===== src/ipscr_pkg.sv =====
// Package for the IPv4 address scrambler: shared constants, types and the
// controller-to-datapath command and status structs. No dependencies.
`default_nettype none

package ipscr_pkg;

  // Number of chain rounds when two or more address bytes are free.
  localparam int unsigned ROUNDS = 100;
  localparam int unsigned RND_W  = $clog2(ROUNDS + 1);

  localparam int unsigned BYTE_W  = 8;
  localparam int unsigned ADDR_W  = 32;
  localparam int unsigned TBL_AW  = 8;
  localparam int unsigned NBYTES  = 4;
  localparam int unsigned BIDX_W  = 2;
  localparam int unsigned CFG_IW  = 3;
  localparam int unsigned CFG_DW  = 8;
  localparam int unsigned PLEN_W  = 3;

  // Configuration register indexes.
  localparam logic [CFG_IW-1:0] REG_PREFIX_LEN = 3'd0;
  localparam logic [CFG_IW-1:0] REG_FIXED0     = 3'd1;
  localparam logic [CFG_IW-1:0] REG_FIXED1     = 3'd2;
  localparam logic [CFG_IW-1:0] REG_FIXED2     = 3'd3;
  localparam logic [CFG_IW-1:0] REG_FIXED3     = 3'd4;

  // Opcodes of an input transaction.
  localparam logic OP_LOAD = 1'b0;
  localparam logic OP_GEN  = 1'b1;

  // Effective prefix lengths with special handling.
  localparam logic [PLEN_W-1:0] PLEN_ONE_FREE = 3'd3;
  localparam logic [PLEN_W-1:0] PLEN_FIXED    = 3'd4;

  typedef struct packed {
    logic                mem_we;   // write table entry from the input transaction
    logic                capture;  // build the starting address bytes
    logic                lookup;   // issue one table read of the chain
    logic                first;    // running byte is zero for this lookup
    logic [BIDX_W-1:0]   cur_idx;  // address byte feeding this lookup
    logic                wb_en;    // store the previous lookup result
    logic [BIDX_W-1:0]   wb_idx;   // address byte that receives it
    logic                push;     // move the address into the output register
  } ipscr_cmd_t;

  typedef struct packed {
    logic [PLEN_W-1:0]   p_eff;    // prefix length clamped to four
    logic                out_free; // output register can take a new address
  } ipscr_stat_t;

endpackage

`default_nettype wire


===== src/ipscr_ctrl.sv =====
// Controller state machine of the scrambler: sequences table loads, the
// lookup chain and the output push. Depends on ipscr_pkg.
`default_nettype none

module ipscr_ctrl
  import ipscr_pkg::*;
(
  input  wire logic        clk,
  input  wire logic        rst_n,
  input  wire logic        in_valid,
  input  wire logic        in_opcode,
  output logic             in_ready,
  input  wire ipscr_stat_t stat,
  output ipscr_cmd_t       cmd
);

  typedef enum logic [3:0] {
    ST_IDLE   = 4'b0001,
    ST_RUN    = 4'b0010,
    ST_WB     = 4'b0100,
    ST_FINISH = 4'b1000
  } state_t;

  state_t            state_r, state_nxt;
  logic [BIDX_W-1:0] cur_r, cur_nxt;
  logic [BIDX_W-1:0] prev_r, prev_nxt;
  logic [BIDX_W-1:0] start_r, start_nxt;
  logic              first_r, first_nxt;
  logic              single_r, single_nxt;
  logic [RND_W-1:0]  round_r, round_nxt;
  logic [RND_W-1:0]  round_last;
  logic              accept;

  assign in_ready   = (state_r == ST_IDLE);
  assign accept     = in_valid && in_ready;
  assign round_last = single_r ? '0 : RND_W'(ROUNDS - 1);

  always_comb begin
    state_nxt  = state_r;
    cur_nxt    = cur_r;
    prev_nxt   = prev_r;
    start_nxt  = start_r;
    first_nxt  = first_r;
    single_nxt = single_r;
    round_nxt  = round_r;
    cmd        = '0;
    cmd.cur_idx = cur_r;
    cmd.wb_idx  = prev_r;

    unique case (state_r)
      ST_IDLE: begin
        if (accept) begin
          if (in_opcode == OP_LOAD) begin
            cmd.mem_we = 1'b1;
          end else begin
            cmd.capture = 1'b1;
            round_nxt   = '0;
            first_nxt   = 1'b1;
            // A fully fixed prefix needs no table access at all.
            if (stat.p_eff == PLEN_FIXED) begin
              state_nxt = ST_FINISH;
            end else begin
              state_nxt  = ST_RUN;
              single_nxt = (stat.p_eff == PLEN_ONE_FREE);
              start_nxt  = stat.p_eff[BIDX_W-1:0];
              cur_nxt    = stat.p_eff[BIDX_W-1:0];
            end
          end
        end
      end
      ST_RUN: begin
        cmd.lookup = 1'b1;
        cmd.first  = first_r;
        cmd.wb_en  = !first_r;
        first_nxt  = 1'b0;
        prev_nxt   = cur_r;
        if (cur_r == BIDX_W'(NBYTES - 1)) begin
          cur_nxt = start_r;
          if (round_r == round_last) begin
            state_nxt = ST_WB;
          end else begin
            round_nxt = round_r + RND_W'(1);
          end
        end else begin
          cur_nxt = cur_r + BIDX_W'(1);
        end
      end
      ST_WB: begin
        cmd.wb_en = 1'b1;
        state_nxt = ST_FINISH;
      end
      ST_FINISH: begin
        if (stat.out_free) begin
          cmd.push  = 1'b1;
          state_nxt = ST_IDLE;
        end
      end
      default: begin
        state_nxt = ST_IDLE;
      end
    endcase
  end

  always_ff @(posedge clk) begin
    if (!rst_n) begin
      state_r  <= ST_IDLE;
      cur_r    <= '0;
      prev_r   <= '0;
      start_r  <= '0;
      first_r  <= 1'b0;
      single_r <= 1'b0;
      round_r  <= '0;
    end else begin
      state_r  <= state_nxt;
      cur_r    <= cur_nxt;
      prev_r   <= prev_nxt;
      start_r  <= start_nxt;
      first_r  <= first_nxt;
      single_r <= single_nxt;
      round_r  <= round_nxt;
    end
  end

endmodule

`default_nettype wire


===== config.mk =====
export PLATFORM = sky130hd
export DESIGN_NAME = ipscr_ctrl
export DESIGN_NICKNAME = d
export VERILOG_FILES = /design/src/ipscr_pkg.sv /design/src/ipscr_ctrl.sv
export SDC_FILE = /design/constraint.sdc
export NUM_CORES = 1
export LEC_CHECK = 0
export BUFFER_PORTS_ARGS = -buffer_cell sky130_fd_sc_hd__buf_2
export CORE_MARGIN = 1.5
export CORE_UTILIZATION = 35
export DETAILED_ROUTE_END_ITERATION = 16
export MAX_ROUTING_LAYER = met4
export PLACE_DENSITY = 0.56
export REMOVE_ABC_BUFFERS = 1
export SYNTH_ARGS = -nofsm -noshare
export SYNTH_HDL_FRONTEND = slang
export SYNTH_SLANG_ARGS = --single-unit
export TNS_END_PERCENT = 20

===== constraint.sdc =====
create_clock -name clk -period 2.56 [get_ports clk]
set_input_delay 0.128 -clock clk [delete_from_list [all_inputs] [get_ports clk]]
set_output_delay 0.128 -clock clk [all_outputs]
set_load 0.03 [all_outputs]

==> impl_metrics.json <==
{
  "synth_edf_count": 0,
  "finalWeightedCongestion": 0.767,
  "worstHoldPathType": "in -> reg",
  "cp-endpoint": "cmd[8]",
  "clock_latency_ns": 0.30,
  "combPwrFrac": 0.333,
  "grt-ovfl-total": 0,
  "syn_avg_cell_area_um2": 8.79,
  "hold_viol": 0,
  "first_pass_iters": 6,
  "seq_power_share": 0.467,
  "synth-seq-cells": 19,
  "grt_pass1_wl_mm": 3.66,
  "clockBufferDepth": 2,
  "post-cts-setup-buffers": 0,
  "period_needed_ns": 2.09,
  "crit_chain": "or4b_4 -> inv_1 -> nand3_2 -> inv_1 -> buf_2",
  "port_buffers": 18,
  "hpwl_mm": 1.59,
  "p_per_area_nw_per_um2": 640,
  "fin_nets": 150,
  "final_common_cell": "dfxtp_1",
  "finalSetupViolCount": 0,
  "startpoint": "state_r[0]",
  "tightest_slew_ns": 0.572,
  "finalSetupTns_ns": 0,
  "rrSetupSlack_ns": 0.59,
  "die_w_um": 58.1,
  "htreeDepth": 1,
  "die_h_um": 58.1,
  "p_int_mw": 0.477,
  "cts_buffers": 3,
  "crit_path_start_kind": "flip-flop",
  "yosysUniqueCellTypes": 41,
  "synth_flop_cell": "dfxtp_1",
  "finalMaxSlewViolations": 0,
  "wl_per_cell_um": 12.9,
  "power_switching_mw": 0.287,
  "leakagePower_nw": 0.504,
  "drt_iter0_drc": 13,
  "cp.depth": 5,
  "ant_nets": 0,
  "yosysWarnings": 0,
  "relSlewSlack": 0.618,
  "critPathKind": "reg -> out",
  "vias": 931,
  "initial_utilization": 0.376,
  "crit_top_cell": "inv_1",
  "rr_worst_depth": 5,
  "cp.required_ns": 2.43,
  "path_clk_slew_ns": 0.10,
  "dieArea_um2": 3380,
  "path_delay_family": "simple AND/OR/NAND/NOR gates",
  "vias_per_cell": 5.48,
  "grt_max_degree": 20,
  "fin_skew_ns": 0.00266,
  "path_buf_inv": 3,
  "first_global_vias": 802,
  "critPathCaptureType": "output port",
  "maxCapViolCount": 0,
  "max_freq_ghz": 0.479,
  "final_cell_mix": "dfxtp_1, buf_2, nand2_1, o21ai_0",
  "synth_seq_area_share": 0.358,
  "cts_root_buf": "clkbuf_4",
  "r2r-start": "state_r[0]",
  "switching_share": 0.375,
  "grt_usage": 0.145,
  "cp_slowest_cell": "or4b_4",
  "period_share": 0.816,
  "async_flop_share": 0,
  "hold-path-cell-count": 3,
  "netlist_area_um2": 1060,
  "core_um2": 2830,
  "synthToLayoutAreaGrowth_pct": 12.4,
  "diodes": 0,
  "ctsResizeCount": 0,
  "wl_mm": 2.19,
  "rows": 19,
  "grt_setup_unrepaired": "false",
  "cts_tree": "yes",
  "ios": 19,
  "ir_drop_uv": 368,
  "drive_gt1_frac": 0.223,
  "cts.sinks": 19,
  "drc": 0,
  "clockPowerShare": 0.200,
  "antenna_found_initial": 0,
  "cp.arrival_ns": 1.96,
  "postCtsHoldBufs": 0,
  "crit_fanout": 8,
  "final_util": 0.422,
  "max_stage_delay_ns": 0.54,
  "netlist_instances": 121,
  "outcome": "finished clean",
  "worst_r2r_endpoint": "round_r[6]"
}
-- routing by layer --
metal,up-vias,routed length (um),GRT usage
met1,430,1110,0.181
met3,7,83,0.0290
met2,19,935,0.219
met5,-,0,-
met4,0,56,0.0764
li1,475,-,-
-- metrics by stage --
stage | std cells | setup WS [ns] | power (mW) | hold WS [ns] | cell area (um2)
2_1_floorplan | 117 | 0.585 | 0.552 | 0.200 | 1040
3_3_place_gp | 166 | 0.644 | 0.616 | 0.434 | 1170
3_5_place_dp | 166 | 0.601 | 0.618 | 0.455 | 1170
4_1_cts | 170 | 0.452 | 0.773 | 0.128 | 1190
5_1_grt | 170 | 0.316 | 0.820 | 0.141 | 1190
6_report | 170 | 0.470 | 0.764 | 0.138 | 1190
-- sequential cells by signal, indices dropped and copies added, names as in the netlist --
name,flops
single_r,1
start_r,2
first_r,1
cur_r,2
round_r,7
state_r,4
prev_r,2
-- power by group through the flow --
| stage | Sequential (mW) | Clock (mW) | Combinational [mW] |
|---|---|---|---|
| floorplan | 0.362 | 0 | 0.190 |
| global placement | 0.362 | 0 | 0.254 |
| detailed placement | 0.363 | 0 | 0.255 |
| CTS | 0.356 | 0.160 | 0.256 |
| global route | 0.362 | 0.176 | 0.282 |
| finish | 0.357 | 0.153 | 0.254 |
-- layout make-up --
class / count / area, um2
clock buffer: 4 / 26.3
fill: 286 / 1630
inverter: 4 / 15.0
multi-input combinational: 94 / 644
sequential: 19 / 380
tap: 31 / 38.8
timing repair buffer: 18 / 90.1
-- worst min-delay path by stage --
stage,startpoint,endpoint
floorplan,rst_n,state_r[0]
global placement,stat[3],single_r
detailed placement,stat[3],single_r
CTS,stat[3],single_r
global route,stat[3],single_r
finish,stat[3],single_r
-- synthesized netlist by cell type, types with 2 or more instances --
| library cell | instances | area, um2 |
|---|---|---|
| dfxtp_1 | 19 | 380 |
| nand2_1 | 16 | 60.1 |
| o21ai_0 | 10 | 50.1 |
| a21oi_1 | 5 | 25.0 |
| mux2i_1 | 5 | 50.1 |
| nand3_1 | 5 | 25.0 |
| nor2_1 | 5 | 18.8 |
| nor3b_1 | 5 | 37.5 |
| a21boi_0 | 4 | 30.0 |
| nand4_1 | 4 | 25.0 |
| xor2_1 | 4 | 35.0 |
| inv_1 | 3 | 11.3 |
| nor3_1 | 3 | 15.0 |
| and3_1 | 2 | 12.5 |
| clkbuf_1 | 2 | 7.51 |
| ha_1 | 2 | 25.0 |
| nand2b_1 | 2 | 12.5 |
| nor2b_1 | 2 | 12.5 |
-- cells by family (layout without fill, tap and decap cells) --
family                   count (synthesis)  count (layout)  share of synthesized area
AND/OR/NAND/NOR                         55              55                      0.309
AO/OA/AOI/OAI                           27              27                      0.182
flip-flops                              19              19                      0.358
buffers and inverters                    8              26                     0.0365
multiplexers                             6               6                     0.0576
XOR/XNOR                                 4               4                     0.0329
adder cells (fa/ha/maj)                  2               2                     0.0235
-- worst register-to-register path, stage by stage (launching register included) --
cell and delay [ns]:
dfxtp_1 0.49, or4b_4 0.54, o2bb2ai_4 0.27, nand4_4 0.14, or3_1 0.36, a21oi_1 0.14
Note: power is estimated with default switching activity, not from simulation.
